### src/rtl/core/wrhp_pkg.sv
// shared types and constants for the wav riff header parser
// holds the chunk tags, the status codes and the result record carried front to back
// no dependencies
package wrhp_pkg;

	localparam logic [31:0] MIN_FILE_BYTES = 32'd44;
	localparam logic [31:0] FMT_MIN_SIZE   = 32'd16;

	localparam logic [31:0] TAG_RIFF = 32'h52494646;
	localparam logic [31:0] TAG_WAVE = 32'h57415645;
	localparam logic [31:0] TAG_FMT  = 32'h666D7420;
	localparam logic [31:0] TAG_DATA = 32'h64617461;

	// result queue between front and back
	localparam int unsigned QUEUE_DEPTH = 2;
	localparam int unsigned QPTR_W      = $clog2(QUEUE_DEPTH);
	localparam int unsigned QCNT_W      = $clog2(QUEUE_DEPTH + 1);

	typedef enum logic [1:0] {
		PH_PREAMBLE,
		PH_HEADER,
		PH_BODY,
		PH_DONE
	} phase_t;

	typedef enum logic [2:0] {
		ST_OK,
		ST_SHORT,
		ST_NO_RIFF,
		ST_NO_WAVE,
		ST_NO_DATA
	} status_t;

	typedef struct packed {
		status_t     status;
		logic [15:0] channels;
		logic [31:0] sample_rate;
		logic [15:0] bits_per_sample;
		logic [31:0] data_offset;
		logic [31:0] data_size;
	} result_t;

endpackage

### src/rtl/core/wrhp_front.sv
// front end of the wav riff header parser: takes one byte per word, walks the chunks
// and builds the result record on the last byte of a file
// depends on wrhp_pkg
module wrhp_front (
	input  logic              clk,
	input  logic              arst_n,
	input  logic              take,
	input  logic [7:0]        in_byte,
	input  logic              is_last,
	output logic              res_push,
	output wrhp_pkg::result_t res_data
);
	import wrhp_pkg::*;

	phase_t      phase_q, phase_nxt;
	logic [31:0] cnt_q, after;
	logic [31:0] tag_q, tag_nxt, size_q, size_nxt;
	logic [32:0] rem_q, rem_nxt;
	logic [2:0]  hidx_q, hidx_nxt;
	logic [4:0]  off_q, off_nxt;
	logic        riff_q, riff_nxt, wave_q, wave_nxt, found_q, found_nxt, fmt_q, fmt_nxt;
	logic [15:0] ch_q, ch_nxt, bits_q, bits_nxt;
	logic [31:0] rate_q, rate_nxt, offs_q, offs_nxt, dsize_q, dsize_nxt;

	logic [31:0] tag_sh, size_sh;
	logic [32:0] padded;
	logic        hdr_end, is_data, fmt_ok, in_tag_window;

	assign after   = (&cnt_q) ? cnt_q : cnt_q + 32'd1;
	assign tag_sh  = {tag_q[23:0], in_byte};
	assign size_sh = {in_byte, size_q[31:8]};

	// at the eighth header byte the tag is complete and the size takes its top byte
	assign hdr_end = (phase_q == PH_HEADER) && (hidx_q == 3'd7);
	assign is_data = (tag_q == TAG_DATA);
	assign fmt_ok  = (tag_q == TAG_FMT) && (size_sh >= FMT_MIN_SIZE);
	assign padded  = {1'b0, size_sh} + {32'd0, size_sh[0]};

	assign in_tag_window = (cnt_q < 32'd4) || ((cnt_q >= 32'd8) && (cnt_q < 32'd12));

	always_comb begin
		phase_nxt = phase_q;
		unique case (phase_q)
			PH_PREAMBLE: begin
				if (cnt_q == 32'd11) begin
					phase_nxt = PH_HEADER;
				end
			end
			PH_HEADER: begin
				if (hdr_end) begin
					if (is_data) begin
						phase_nxt = PH_DONE;
					end else if (padded != 33'd0) begin
						phase_nxt = PH_BODY;
					end
				end
			end
			PH_BODY: begin
				if (rem_q == 33'd1) begin
					phase_nxt = PH_HEADER;
				end
			end
			PH_DONE: begin
				phase_nxt = PH_DONE;
			end
		endcase
	end

	always_comb begin
		tag_nxt   = tag_q;
		size_nxt  = size_q;
		rem_nxt   = rem_q;
		hidx_nxt  = hidx_q;
		off_nxt   = off_q;
		riff_nxt  = riff_q;
		wave_nxt  = wave_q;
		found_nxt = found_q;
		fmt_nxt   = fmt_q;
		ch_nxt    = ch_q;
		rate_nxt  = rate_q;
		bits_nxt  = bits_q;
		offs_nxt  = offs_q;
		dsize_nxt = dsize_q;
		unique case (phase_q)
			PH_PREAMBLE: begin
				if (in_tag_window) begin
					tag_nxt = tag_sh;
				end
				if (cnt_q == 32'd3) begin
					riff_nxt = (tag_sh == TAG_RIFF);
				end
				if (cnt_q == 32'd11) begin
					wave_nxt = (tag_sh == TAG_WAVE);
					rem_nxt  = 33'd0;
					hidx_nxt = 3'd0;
				end
			end
			PH_HEADER: begin
				if (hidx_q < 3'd4) begin
					tag_nxt = tag_sh;
				end else begin
					size_nxt = size_sh;
				end
				if (hdr_end) begin
					hidx_nxt = 3'd0;
					if (is_data) begin
						offs_nxt  = after;
						dsize_nxt = size_sh;
						found_nxt = 1'b1;
					end else begin
						// an accepted fmt chunk starts from cleared format fields
						if (fmt_ok) begin
							ch_nxt   = 16'd0;
							rate_nxt = 32'd0;
							bits_nxt = 16'd0;
						end
						fmt_nxt = fmt_ok;
						rem_nxt = padded;
						off_nxt = 5'd0;
					end
				end else begin
					hidx_nxt = hidx_q + 3'd1;
				end
			end
			PH_BODY: begin
				if (fmt_q) begin
					unique case (off_q)
						5'd2:    ch_nxt[7:0]      = in_byte;
						5'd3:    ch_nxt[15:8]     = in_byte;
						5'd4:    rate_nxt[7:0]    = in_byte;
						5'd5:    rate_nxt[15:8]   = in_byte;
						5'd6:    rate_nxt[23:16]  = in_byte;
						5'd7:    rate_nxt[31:24]  = in_byte;
						5'd14:   bits_nxt[7:0]    = in_byte;
						5'd15:   bits_nxt[15:8]   = in_byte;
						default: ;
					endcase
				end
				rem_nxt = rem_q - 33'd1;
				// body offset only matters below 16, so it parks there
				off_nxt = (off_q == 5'd16) ? off_q : off_q + 5'd1;
			end
			PH_DONE: ;
		endcase
	end

	always_comb begin
		res_data = '0;
		priority if (after < MIN_FILE_BYTES) begin
			res_data.status = ST_SHORT;
		end else if (!riff_nxt) begin
			res_data.status = ST_NO_RIFF;
		end else if (!wave_nxt) begin
			res_data.status = ST_NO_WAVE;
		end else if (!found_nxt) begin
			res_data.status = ST_NO_DATA;
		end else begin
			res_data.status          = ST_OK;
			res_data.channels        = ch_nxt;
			res_data.sample_rate     = rate_nxt;
			res_data.bits_per_sample = bits_nxt;
			res_data.data_offset     = offs_nxt;
			res_data.data_size       = dsize_nxt;
		end
	end

	assign res_push = take && is_last;

	always_ff @(posedge clk or negedge arst_n) begin
		if (!arst_n) begin
			phase_q <= PH_PREAMBLE;
			cnt_q   <= '0;
			tag_q   <= '0;
			size_q  <= '0;
			rem_q   <= '0;
			hidx_q  <= '0;
			off_q   <= '0;
			riff_q  <= 1'b0;
			wave_q  <= 1'b0;
			found_q <= 1'b0;
			fmt_q   <= 1'b0;
			ch_q    <= '0;
			rate_q  <= '0;
			bits_q  <= '0;
			offs_q  <= '0;
			dsize_q <= '0;
		end else if (take && is_last) begin
			// end of file: next word starts a fresh file
			phase_q <= PH_PREAMBLE;
			cnt_q   <= '0;
			tag_q   <= '0;
			size_q  <= '0;
			rem_q   <= '0;
			hidx_q  <= '0;
			off_q   <= '0;
			riff_q  <= 1'b0;
			wave_q  <= 1'b0;
			found_q <= 1'b0;
			fmt_q   <= 1'b0;
			ch_q    <= '0;
			rate_q  <= '0;
			bits_q  <= '0;
			offs_q  <= '0;
			dsize_q <= '0;
		end else if (take) begin
			phase_q <= phase_nxt;
			cnt_q   <= after;
			tag_q   <= tag_nxt;
			size_q  <= size_nxt;
			rem_q   <= rem_nxt;
			hidx_q  <= hidx_nxt;
			off_q   <= off_nxt;
			riff_q  <= riff_nxt;
			wave_q  <= wave_nxt;
			found_q <= found_nxt;
			fmt_q   <= fmt_nxt;
			ch_q    <= ch_nxt;
			rate_q  <= rate_nxt;
			bits_q  <= bits_nxt;
			offs_q  <= offs_nxt;
			dsize_q <= dsize_nxt;
		end
	end

	a_restart: assert property (@(posedge clk) disable iff (!arst_n)
		take && is_last |=> (cnt_q == 32'd0) && (phase_q == PH_PREAMBLE) && !found_q)
		else $error("parser state not cleared after last word");

	a_done_found: assert property (@(posedge clk) disable iff (!arst_n)
		(phase_q == PH_DONE) |-> found_q)
		else $error("done phase without a data chunk");

	a_body_nonzero: assert property (@(posedge clk) disable iff (!arst_n)
		(phase_q == PH_BODY) |-> (rem_q != 33'd0))
		else $error("body phase with nothing left to skip");

	a_preamble_count: assert property (@(posedge clk) disable iff (!arst_n)
		(phase_q == PH_PREAMBLE) |-> (cnt_q < 32'd12))
		else $error("preamble ran past the wave tag");

endmodule

### src/rtl/core/wrhp_queue.sv
// short result queue between the parser front end and the output stage
// depends on wrhp_pkg for the result record and queue depth
module wrhp_queue (
	input  logic              clk,
	input  logic              arst_n,
	input  logic              push,
	input  wrhp_pkg::result_t push_data,
	input  logic              pop,
	output logic              full,
	output logic              not_empty,
	output wrhp_pkg::result_t head
);
	import wrhp_pkg::*;

	result_t             slots_q [QUEUE_DEPTH];
	logic [QPTR_W-1:0]   wr_ptr_q, rd_ptr_q;
	logic [QCNT_W-1:0]   count_q;
	logic                do_push, do_pop;

	assign full      = (count_q == QCNT_W'(QUEUE_DEPTH));
	assign not_empty = (count_q != '0);
	assign head      = slots_q[rd_ptr_q];
	assign do_push   = push && !full;
	assign do_pop    = pop && not_empty;

	always_ff @(posedge clk) begin
		if (do_push) begin
			slots_q[wr_ptr_q] <= push_data;
		end
	end

	always_ff @(posedge clk or negedge arst_n) begin
		if (!arst_n) begin
			wr_ptr_q <= '0;
			rd_ptr_q <= '0;
			count_q  <= '0;
		end else begin
			if (do_push) begin
				wr_ptr_q <= (wr_ptr_q == QPTR_W'(QUEUE_DEPTH - 1)) ? '0 : wr_ptr_q + QPTR_W'(1);
			end
			if (do_pop) begin
				rd_ptr_q <= (rd_ptr_q == QPTR_W'(QUEUE_DEPTH - 1)) ? '0 : rd_ptr_q + QPTR_W'(1);
			end
			unique case ({do_push, do_pop})
				2'b10:   count_q <= count_q + QCNT_W'(1);
				2'b01:   count_q <= count_q - QCNT_W'(1);
				default: count_q <= count_q;
			endcase
		end
	end

endmodule

### src/rtl/core/wrhp_back.sv
// output stage of the wav riff header parser: holds one result word for the receiver
// depends on wrhp_pkg for the result record
module wrhp_back (
	input  logic              clk,
	input  logic              arst_n,
	input  logic              q_valid,
	input  wrhp_pkg::result_t q_head,
	output logic              pop,
	input  logic              out_ready,
	output logic              out_valid,
	output wrhp_pkg::result_t out_data
);
	import wrhp_pkg::*;

	logic    out_valid_q;
	result_t res_q;

	// refill whenever the register is empty or being drained
	assign pop       = q_valid && (!out_valid_q || out_ready);
	assign out_valid = out_valid_q;
	assign out_data  = res_q;

	always_ff @(posedge clk) begin
		if (pop) begin
			res_q <= q_head;
		end
	end

	always_ff @(posedge clk or negedge arst_n) begin
		if (!arst_n) begin
			out_valid_q <= 1'b0;
		end else if (pop) begin
			out_valid_q <= 1'b1;
		end else if (out_ready) begin
			out_valid_q <= 1'b0;
		end
	end

endmodule

### src/rtl/core/wav_riff_header_parser.sv
// top level of the wav riff header parser
// instantiates wrhp_front, wrhp_queue and wrhp_back; depends on wrhp_pkg
//
// usage:
//   input channel (in_valid/in_ready, in_byte, is_last) carries a wav file one byte
//   per word, in file order; is_last marks the final byte of each file.
//   output channel (out_valid/out_ready, status and the format fields) carries one
//   result word per file, produced by its last byte; status 0 means ok, and on any
//   failure all other fields read zero.
//   throughput: one byte per cycle while in_ready is high; the front end updates its
//   counters and shift registers once per byte, and back-to-back files are fine.
//   result path: the result word is written into the queue at the edge that takes the
//   last byte, then moves into an idle output register, which raises out_valid.
//   stall: a stalled receiver holds the output word; the two-entry result queue keeps
//   absorbing results, and in_ready drops only when the queue is full.
//   reset: arst_n clears the parser to the start of a file and empties the queue and
//   the output register; the next byte is taken as byte 0 of a new file.
module wav_riff_header_parser (
	input  logic        clk,
	input  logic        arst_n,
	input  logic        in_valid,
	output logic        in_ready,
	input  logic [7:0]  in_byte,
	input  logic        is_last,
	output logic        out_valid,
	input  logic        out_ready,
	output logic [2:0]  status,
	output logic [15:0] channels,
	output logic [31:0] sample_rate,
	output logic [15:0] bits_per_sample,
	output logic [31:0] data_offset,
	output logic [31:0] data_size
);
	import wrhp_pkg::*;

	logic    take, res_push, q_full, q_valid, q_pop;
	result_t res_data, q_head, out_data;

	assign in_ready = !q_full;
	assign take     = in_valid && in_ready;

	wrhp_front u_front (
		.clk      (clk),
		.arst_n   (arst_n),
		.take     (take),
		.in_byte  (in_byte),
		.is_last  (is_last),
		.res_push (res_push),
		.res_data (res_data)
	);

	wrhp_queue u_queue (
		.clk       (clk),
		.arst_n    (arst_n),
		.push      (res_push),
		.push_data (res_data),
		.pop       (q_pop),
		.full      (q_full),
		.not_empty (q_valid),
		.head      (q_head)
	);

	wrhp_back u_back (
		.clk       (clk),
		.arst_n    (arst_n),
		.q_valid   (q_valid),
		.q_head    (q_head),
		.pop       (q_pop),
		.out_ready (out_ready),
		.out_valid (out_valid),
		.out_data  (out_data)
	);

	assign status          = out_data.status;
	assign channels        = out_data.channels;
	assign sample_rate     = out_data.sample_rate;
	assign bits_per_sample = out_data.bits_per_sample;
	assign data_offset     = out_data.data_offset;
	assign data_size       = out_data.data_size;

endmodule
### config.mk
export PLATFORM = sky130hd
export DESIGN_NAME = wav_riff_header_parser
export DESIGN_NICKNAME = d
export VERILOG_FILES = /design/src/rtl/core/wrhp_pkg.sv /design/src/rtl/core/wrhp_front.sv /design/src/rtl/core/wrhp_queue.sv /design/src/rtl/core/wrhp_back.sv /design/src/rtl/core/wav_riff_header_parser.sv
export SDC_FILE = /design/constraint.sdc
export NUM_CORES = 1
export LEC_CHECK = 0
export BUFFER_PORTS_ARGS = -buffer_cell sky130_fd_sc_hd__buf_4
export CAP_MARGIN = 20
export CORE_AREA = 2 2 249 251
export DETAILED_ROUTE_END_ITERATION = 8
export DIE_AREA = 0 0 251 253
export HOLD_SLACK_MARGIN = 0.02
export PLACE_DENSITY = 0.69
export SLEW_MARGIN = 20
export SYNTH_ARGS = -nofsm -noshare
export SYNTH_HDL_FRONTEND = slang
export SYNTH_SLANG_ARGS = --single-unit
### constraint.sdc
create_clock -name clk -period 8.56 [get_ports clk]
set_clock_uncertainty 0.05 [all_clocks]
set_input_delay 0.428 -clock clk [delete_from_list [all_inputs] [get_ports clk]]
set_output_delay 0.428 -clock clk [all_outputs]
set_load 0.005 [all_outputs]
## Yosys cells after proc, flatten, opt, wreduce, memory -nomap -nowiden

Memories as Yosys holds them, arrays and structs flattened. A register that Yosys moved wholly into a read port is not among the register bits.
Cells that the tools add are included.

- Add/subtract/negate cells: 9
- $lt $le $gt $ge: 6
- Equality and inequality tests: 33
- Multiplexer cells: 109
- Reduce and logical (&&, ||, !) cells: 31

Operators by type and width:

| cell | number |
|---|---|
| $mux 32 | 27 |
| $mux 128 | 4 |
| $mux 16 | 12 |
| $mux 33 | 5 |
| $eq 32x31->1 const B | 4 |
| $pmux 32 s2 | 2 |
| $pmux 33 s3 | 1 |
| $mux 8 | 8 |
| $pmux 16 s2 | 2 |
| $add 32x1->33 | 1 |
| $eq 33x1->1 const B | 1 |
| $reduce_bool 33->1 | 1 |
| $sub 33x1->33 const B | 1 |
| $add 32x1->32 const B | 1 |
| $eq 32x2->1 const B | 1 |
| $eq 32x4->1 const B | 1 |
| $ge 32x4->1 const B | 1 |
| $ge 32x5->1 const B | 1 |
| $lt 32x3->1 const B | 1 |
| $lt 32x4->1 const B | 1 |
| $lt 32x6->1 const B | 1 |
| $reduce_and 32->1 | 1 |
| $mux 5 | 5 |
| $mux 1 | 24 |
| other kinds (33) | 81 |

- Register bits: 276
- Bits in writable memories: 262
- Input port bits: 13
- Output and inout port bits: 133
- Logic and storage cells: 209
- Memories: 1

Memory list:

| memory | words | width | rd ports | clocked after Yosys merged registers in | write ports | RTL line | source |
|---|---|---|---|---|---|---|---|
| u_queue.slots_q | 2 | 131 | 1 | 1 | 1 | wrhp_queue.sv:15 | `result_t slots_q [QUEUE_DEPTH];` |

## Logic depth before layout (Yosys ltp)

Gate-level depths: netlist of the first run.

- Depth after elaboration: 10
- Mapped depth: 13
- Depth with buffers taken out: 10

## Modules after synthesis

A second synthesis of the first run with hierarchy kept.

- Cells, all modules: 2567
- Area total of the unflattened synthesis: 30244.0 µm²

By module, submodules not included:

| module | times used | cells each | area each (µm²) | sequential area each (µm²) |
|---|---|---|---|---|
| wrhp_front | 1 | 2004 | 16275.6 | 6581.3 |
| wrhp_queue | 1 | 426 | 9980.8 | 7967.6 |
| wrhp_back | 1 | 135 | 3977.6 | 3958.8 |
| wav_riff_header_parser | 1 | 2 | 10.0 | 0.0 |

## Worst setup path before layout of the first run

Ideal clock, no wire load.

- Path kind: input to register
- Start: input out_ready
- End: register u_queue.count_q[1]
- Library setup time: 0.079 ns
- Data arrival time: 8.182 ns
- Data required time: 8.431 ns
- Setup slack: 0.249 ns
- Stages: 5
- Buffers on the path: 0
- Path through: inv_1 -> a21oi_1 -> ha_1 -> nor2_1 -> xor2_1

- Longest elaborated chain between the ends: 5
- Elaborated cells on any way between the ends: 7
- Those cells by class: eq/ne (2); mux (1); reduce/logical (4)

Ends and longest elaborated chain:

| what | RTL line | source |
|---|---|---|
| start: declaration | wav_riff_header_parser.sv:26 | `input logic out_ready,` |
| $logic_or 1x1->1 (*) | wrhp_back.sv:19 | `assign pop = q_valid && (!out_valid_q \|\| out_ready);` |
| $logic_and 1x1->1 (*) | wrhp_back.sv:19 |  |
| via q_pop | wav_riff_header_parser.sv:36 | `logic take, res_push, q_full, q_valid, q_pop;` |
| $logic_and 1x1->1 (*) | wrhp_queue.sv:24 | `assign do_pop = pop && not_empty;` |
| $eq 2x1->1 / $eq 2x2->1 (equally long branches) | wrhp_queue.sv:44 | `unique case ({do_push, do_pop})` |
| $pmux 2 s2 / $reduce_bool 2->1 (equally long branches) | n/a |  |
| end signal: assignment | wrhp_queue.sv:45 | `2'b10: count_q <= count_q + QCNT_W'(1);` |
| end signal: assignment | wrhp_queue.sv:46 | `2'b01: count_q <= count_q - QCNT_W'(1);` |
| end signal: assignment | wrhp_queue.sv:47 | `default: count_q <= count_q;` |
| end: declaration | wrhp_queue.sv:17 | `logic [QCNT_W-1:0] count_q;` |

The timed path passes the listed nets; every way through them passes the cells marked *.
A chain may end at the register's enable or synchronous reset.

==> results by group, run 1 <==
Detailed routing
  – Routed vias: 21.7k
  – Via density: 6.06
  – 1st-pass router iterations: 6
  – Initial DRC Count: between 2k and 2.5k
  – DRC viols: 0
  – Routed Antenna Nets: 0
  – Drt wl/cell: 21.4 microns
  – WL final: 76.7 mm

Setup path
  – WP data required: 8.81 ns
  – Worst setup SP type: register
  – CP Max Fanout: 80
  – Worst flop-to-flop path startpoint: u_front.cnt_q[0]
  – R2R depth: 11
  – CP peak stage delay: about 0.8 ns
  – Cells along the critical path: ha_1, nand3_1, or2_2, nor4_1, xnor2_1, nand4_1, or4_1, nor3_4, buf_4, buf_4, nor3_1
  – Reg2reg setup slack: 3.35 ns
  – Worst EP arrival: between 5 and 6 ns
  – Critical path's most frequent cell: buf_4
  – Critical path capture point type: register
  – Crit path kind: reg -> reg
  – Worst R2R End: u_queue.slots_q[0][122]
  – Slowest-stage cell, CP: buf_4
  – Worst Setup SP: u_front.cnt_q[0]
  – Worst Setup EP: u_queue.slots_q[0][122]

Outcome
  – Status: complete, no violations

Timing
  – Setup total negative slack: 0 ns
  – Hold Slack: 0.172 ns
  – Max_slew headroom: 29.0%
  – Final Slew Violations: 0
  – Max frequency: 192 MHz
  – Worst setup slack after layout: 3.35 ns
  – RSZ-0062 raised after global routing: no
  – Post-layout min period: 5.21 ns
  – Slew @ Worst Pin: 1.06 ns
  – Period utilisation layout: 60.8%
  – Hold Vio Cnt, Final: 0
  – # setup viols final: 0

Cells and area
  – Layout area overhead: 13.5%
  – Commonest non-fill, non-tap cell in the layout: nand2_1
  – Final Cell Area: 0.0342 sq mm
  – Fill count: between 5k and 6k
  – Nets: roughly 2.8k
  – Share of layout cells above drive strength 1: 16.3%
  – N_diodes: 0
  – Most frequent cells in the layout: nand2_1 (395), edfxtp_1 (393), dfrtp_1 (266)

Logic synthesis
  – Dominant cells by area after synthesis: edfxtp_1 (39%), dfrtp_1 (22%), mux2_2 (5.0%)
  – Synthesized flop and latch total: around 660
  – Mapped cell area: 0.0302 sq mm
  – Mapped Cells: ~2.7k
  – Ys async rst share: slightly above 40%
  – Primary FF master, synth: edfxtp_1
  – Synthesized Nets: 2,726
  – Synth area leader: edfxtp_1
  – Sequential share of the synthesized area: between 60 and 70%
  – Yosys warnings: 0
  – Avg Synthesized Cell Area: 11.2 sq um
  – Post-synth EDFFs: approximately 390
  – Synth top area share: 39.1%
  – Synth cell types: 72

Die
  – # rows: 91
  – Ports: 146
  – Area of the core: 0.0610 sq mm
  – DIE WIDTH: around 250 microns
  – Die Ht: roughly 250 microns
  – Initial core utilization: between 40% and 50%
  – Die ar.: approximately 0.064 sq mm

Placed design
  – IO buf count: approximately 150
  – DP Worst Slack: 3.39 ns
  – DPL Wire Length: 48.7 mm
  – RePlAce Congestion: 0.903
  – DP Area: 0.0317 sq mm

Pwr
  – Sw Pwr: 0.00356 W
  – Cell-internal power: 0.00710 W
  – Post-route total power: 0.0107 W
  – Gate power share: 28.3%
  – Sequential power share: a little over two fifths
  – Clk pwr share: between 20 and 30%
  – Pwr/cell area: 312 mW/mm^2
  – Leak pwr: 12.6 nW
  – Maximum VDD drop: 0.370 mV
  – Switching Fraction: 33.4%

Clock network
  – Worst-case clock buffer depth: 3
  – Clock transition at path regs: roughly 0.060 ns
  – Clock Latency Late Sink: 0.62 ns
  – CTS tree: built
  – Root Buffer: clkbuf_16
  – CTS Buf Count: just over 70
  – CTS Sinks: 661
  – Post-CTS setup buffer count: 0
  – H-tree Lvls: 3

Job
  – Max-cap check violation count: 0

Global route
  – Global-route wire length before repair: 120 mm
  – Initial antenna violation count: 0
  – All-Layer GR Usage: 23.9%
  – Largest net degree at the start of global routing: 168
  – Vias in the first global route: 21.1k
  – Total gr overflow: 0

Worst hold path
  – Hold depth: 3
  – Hold Crit Class: in -> reg
cells in the mapped netlist, types with 6 or more instances:
cell type	instances
nor4b_1	7
nand2b_1	10
or3_1	12
inv_1	33
and3_1	28
clkbuf_1	153
a32oi_1	37
nand4_1	38
nor2_1	201
o211ai_1	6
xnor2_1	37
a22o_1	76
buf_2	28
o21ai_1	6
and2_1	14
a21o_1	15
mux2i_1	11
nand4b_1	9
buf_1	22
o31ai_1	14
nor3_1	108
nand2_1	398
o21ai_0	230
or4_1	10
o22ai_1	14
a22oi_1	15
mux2_2	133
dfrtp_1	268
edfxtp_1	393
a21oi_1	94
o2bb2ai_1	24
and4_1	9
ha_1	18
xor2_1	20
nand3_1	103
nor4_1	29
metal layers:
| layer | GRT usage, % | up-vias | share of wire [%] |
|---|---|---|---|
| met5 | 0 | - | 0 |
| met4 | 6.85 | 0 | 2.1 |
| met3 | 3.63 | 121 | 6.6 |
| met2 | 39.3 | 832 | 49 |
| met1 | 33.2 | 10800 | 43 |
| li1 | - | 9982 | - |
final cells by class:
class                           count  area, sq um  area share (%)
Sequential cell                   661        18500            54.1
Timing Repair Buffer              178         1370            4.00
Tap cell                          790          988            2.89
Multi-Input combinational cell   1793        10800            31.5
Clock buffer                       96         1980            5.79
Inverter                           33          124           0.362
Clock inverter                     35          467            1.36
flip-flops by register name (all words and copies together) (netlist names), 2 cells and up:
name	count
u_front.rem_q	33
u_queue.count_q	2
u_back.out_data	131
u_front.hidx_q	3
u_front.off_q	5
u_front.offs_q	32
u_front.cnt_q	32
u_front.tag_q	32
u_front.dsize_q	32
u_front.ch_q	16
u_front.phase_q	2
u_front.rate_q	32
u_queue.slots_q	262
u_front.size_q	24
u_front.bits_q	16
worst min-delay path by stage:
stage | endpoint | start | slack [ns]
floorplan | u_back.out_valid | arst_n | 0.08
global placement | u_front.tag_q[29] | u_front.tag_q[29] | 0.40
detailed placement | u_front.offs_q[7] | u_front.offs_q[7] | 0.42
CTS | u_front.size_q[29] | in_byte[5] | 0.13
global route | u_front.tag_q[5] | in_byte[5] | 0.17
finish | u_front.size_q[29] | in_byte[5] | 0.17
logic make-up after synthesis:
kind of cell | after synthesis | synth area share [%]
AOI/OAI and AO/OA | 562 | 11.9
muxes | 144 | 5.33
and+or+nand+nor | 1012 | 15.8
buffers and inverters | 241 | 3.17
DFF | 661 | 61.4
adders and majority gates | 18 | 0.747
xor gates and xnor gates | 57 | 1.66
worst max-delay path: cells and delay by family, from the launching register on:
family / cells / cell delay, ns
buffers and inverters: 2 / 1.30
flip-flops: 1 / 0.43
AND/OR/NAND/NOR: 7 / 2.33
XOR/XNOR: 1 / 0.24
adder cells (fa/ha/maj): 1 / 0.43
power groups by stage:
stage / registers (W) / clock network, W / logic [W]
final: 0.00448 / 0.00316 / 0.00302
after global routing: 0.00455 / 0.00335 / 0.00328
after CTS: 0.00448 / 0.00322 / 0.00303
after detailed placement: 0.00454 / 0 / 0.00301
after global placement: 0.00451 / 0 / 0.00295
after floorplan: 0.00451 / 0 / 0.00197
stage by stage:
stage               util [%]  cells
floorplan                  -   2695
global placement        52.0   3452
detailed placement      52.0   3452
CTS                     56.1   3585
global route            56.1   3586
finish                  56.1   3586
what timing repair did:
| item | 4_1_cts | 5_1_grt |
|---|---|---|
| endpoints found under the hold margin | 102 | 0 |
| hold buffers | 2 | 0 |
| resized for setup | 0 | 0 |
Note: power is estimated with default switching activity, not from simulation.
==> inputs of run 2 (changes only) <==
--- a/config.mk
+++ b/config.mk
@@ -5,13 +5,14 @@
 export SDC_FILE = /design/constraint.sdc
 export NUM_CORES = 1
 export LEC_CHECK = 0
+export ABC_AREA = 1
 export BUFFER_PORTS_ARGS = -buffer_cell sky130_fd_sc_hd__buf_4
 export CAP_MARGIN = 20
-export CORE_AREA = 2 2 249 251
+export CORE_AREA = 2 2 254 256
 export DETAILED_ROUTE_END_ITERATION = 8
-export DIE_AREA = 0 0 251 253
+export DIE_AREA = 0 0 256 258
 export HOLD_SLACK_MARGIN = 0.02
-export PLACE_DENSITY = 0.69
+export PLACE_DENSITY = 0.67
 export SLEW_MARGIN = 20
 export SYNTH_ARGS = -nofsm -noshare
 export SYNTH_HDL_FRONTEND = slang
==> constraint.sdc (replaced) <==
create_clock -name clk -period 5 [get_ports clk]
set_clock_uncertainty 0.05 [all_clocks]
set_input_delay 0.25 -clock clk [delete_from_list [all_inputs] [get_ports clk]]
set_output_delay 0.25 -clock clk [all_outputs]
set_load 0.005 [all_outputs]
==> run 2 against run 1 <==
  * Via count up 11%
  * Design area up 4.5%
  * Utilization up 0.13 points
  * Sequential power up 75%
  * Count of clock-buffer cells in the layout up 2
  * Non-clock buffer count up 15
  * Cell count up 27%
  * Hold slack worse by 0.11 ns
  * Critical endpoint is now u_front.tag_q[19]
==> results by group, run 2 <==
Clock network
  – CTS Sinks: around 660
  – Worst-case clock buffer depth: 3
  – H-tree Lvls: 3
  – Clock transition at path regs: 0.07 ns
  – Root Buffer: clkbuf_16
  – PostCTS Resize Cnt: 0
  – Post-CTS Hold Buffers: 9
  – CTS tree: built
  – CTS Buf Count: 72
  – Post-CTS setup buffer count: 0
  – Clock Latency Late Sink: 0.62 ns

Detailed routing
  – WL final: 80.5 mm
  – 1st-pass router iterations: 6
  – Drt wl/cell: 17.6 microns
  – Initial DRC Count: 2,371
  – Routed Antenna Nets: 0
  – Via density: ~5.3
  – Routed vias: 24.2k
  – DRC viols: 0

Timing
  – Final Slew Violations: 0
  – Max frequency: roughly 270 MHz
  – Hold Slack: roughly 0.066 ns
  – Slew @ Worst Pin: 1.12 ns
  – # setup viols final: 0
  – Hold Vio Cnt, Final: 0
  – Max_slew headroom: 25.4%
  – Period utilisation layout: 73.8%
  – Post-layout min period: 3.69 ns
  – RSZ-0062 raised after global routing: no

Global route
  – Global-route wire length before repair: 127 mm
  – Vias in the first global route: 22.8k
  – Largest net degree at the start of global routing: 132
  – All-Layer GR Usage: 24.3%
  – Initial antenna violation count: 1
  – Total gr overflow: 0

Pwr
  – Switching Fraction: 35.6%
  – Clk pwr share: 28.2%
  – Cell-internal power: 0.0124 W
  – Pwr/cell area: 539 mW/mm^2
  – Gate power share: 31.1%
  – Post-route total power: 0.0193 W
  – Sw Pwr: 0.00686 W
  – Maximum VDD drop: 0.342 mV
  – Sequential power share: 40.6%
  – Leak pwr: approximately 15 nW

Logic synthesis
  – Synthesized Nets: 3,575
  – Synth area leader: edfxtp_1
  – Most frequent cells after synthesis: nand2_1 (1,533), edfxtp_1 (393), dfrtp_1 (268)
  – Ys async rst share: 40.5%
  – Synthesized flop and latch total: 661
  – Mapped cell area: 0.0314 sq mm
  – Mapped Cells: 3,544
  – Post-synth EDFFs: 393
  – Yosys warnings: 0
  – Sequential share of the synthesized area: roughly 59%
  – Avg Synthesized Cell Area: 8.85 sq um
  – Count leader, synth: nand2_1
  – Primary FF master, synth: edfxtp_1
  – Synth top area share: 37.6%
  – Dominant cells by area after synthesis: edfxtp_1 (38%), dfrtp_1 (21%), nand2_1 (18%)
  – Synth cell types: 49

Placed design
  – RePlAce Congestion: 0.946
  – DP Area: 0.0333 sq mm
  – IO buf count: about 150
  – DPL Wire Length: 52.6 mm

Cells and area
  – Most flop-heavy register: u_queue.slots_q
  – N_diodes: 0
  – Largest register FFs: 262
  – Fin util: 56.2%
  – Nets: around 3.7k
  – Most frequent cells in the layout: nand2_1 (1,533), edfxtp_1 (393), dfrtp_1 (267)
  – Final Cell Area: 0.0358 sq mm
  – Commonest non-fill, non-tap cell in the layout: nand2_1
  – Layout area overhead: 14.0%
  – Share of layout cells above drive strength 1: 11.4%

Setup path
  – Worst Setup EP: u_front.tag_q[19]
  – R2R depth: 13
  – Worst R2R End: u_front.tag_q[19]
  – CP Max Fanout: 36
  – Crit path kind: reg -> reg
  – Reg2reg setup slack: 1.31 ns
  – Worst Setup SP: u_front.phase_q[1]
  – Worst flop-to-flop path startpoint: u_front.phase_q[1]
  – Worst EP arrival: 4.14 ns
  – WP data required: 5.44 ns
  – Worst setup SP type: register
  – Critical path capture point type: register

Die
  – DIE WIDTH: roughly 260 microns
  – Die Ht: roughly 260 microns
  – # rows: 93
  – Area of the core: about 0.064 sq mm
  – Ports: 146
  – Initial core utilization: approximately 50%
  – Die ar.: approximately 0.066 sq mm

Worst hold path
  – Hold Startpoint: out_ready
  – Hold Crit Class: in -> reg

Job
  – Max-cap check violation count: 0

Outcome
  – Status: complete, no violations
[run 2: cell types whose count changed after synthesis, sizes merged, moves of 65 or more]
| cell | before | now |
|---|---|---|
| a21oi | 94 | 159 |
| a22o | 76 | 7 |
| inv | 33 | 237 |
| mux2 | 133 | 0 |
| nor3 | 111 | 42 |
| nand2 | 398 | 1538 |
[run 2: logic make-up after synthesis]
kind of cell,count (synthesis),share of synthesized area [%]
xor+xnor,28,0.806
compound gates,450,8.75
flops,661,59.0
fa+ha+maj,18,0.718
simple gates,1990,25.4
buf+inv,397,5.36
[run 2: worst min-delay path by stage]
stage,end,slack (ns),depth (start not counted)
3_5_place_dp,u_back.out_valid,0.27,1
4_1_cts,u_back.out_valid,0.04,3
5_1_grt,u_back.out_valid,0.06,3
2_1_floorplan,u_back.out_valid,-0.1,0
6_report,u_back.out_valid,0.07,3
3_3_place_gp,u_back.out_valid,0.26,1
[run 2: layer usage]
metal | up-vias | share of wire, % | GRT usage, %
li1 | 11800 | - | -
met1 | 11500 | 45 | 34.9
met2 | 754 | 46 | 37.9
met3 | 115 | 6.1 | 4.04
met4 | 2 | 2.3 | 7.78
met5 | - | 0.016 | 0
[run 2: through the flow]
stage	setup TNS, ns	setup WS (ns)	cells
global placement	0	1.46	4426
finish	0	1.31	4567
global route	0	0.995	4567
floorplan	-35.18	-0.134	3544
detailed placement	0	1.40	4426
CTS	0	1.37	4566
[run 2: layout make-up]
class                           instances  area [sq um]
Clock inverter                         33           400
Sequential cell                       661         18500
Clock buffer                           98          2000
Fill cell                            5676         27900
Timing Repair Buffer                  193          1640
Inverter                              241           911
Tap cell                              855          1070
Multi-Input combinational cell       2486         11200
[run 2: critical path: stages, from the launching register on]
cell	delay [ns]
dfrtp_1	0.40
inv_1	0.08
ha_1	0.29
buf_4	0.26
inv_1	0.48
nand2_1	0.11
inv_1	0.08
nand2_1	0.09
o211ai_1	0.11
inv_1	0.07
nand2_1	0.08
buf_4	0.29
clkinv_1	0.71
o21ai_0	0.46
[run 2: power groups by stage]
stage                     clock, W  combinational, W  sequential, W
final                      0.00544           0.00600        0.00783
after global routing       0.00575           0.00671        0.00795
after CTS                  0.00554           0.00600        0.00784
after detailed placement         0           0.00596        0.00794
after global placement           0           0.00590        0.00793
after floorplan                  0           0.00356        0.00786
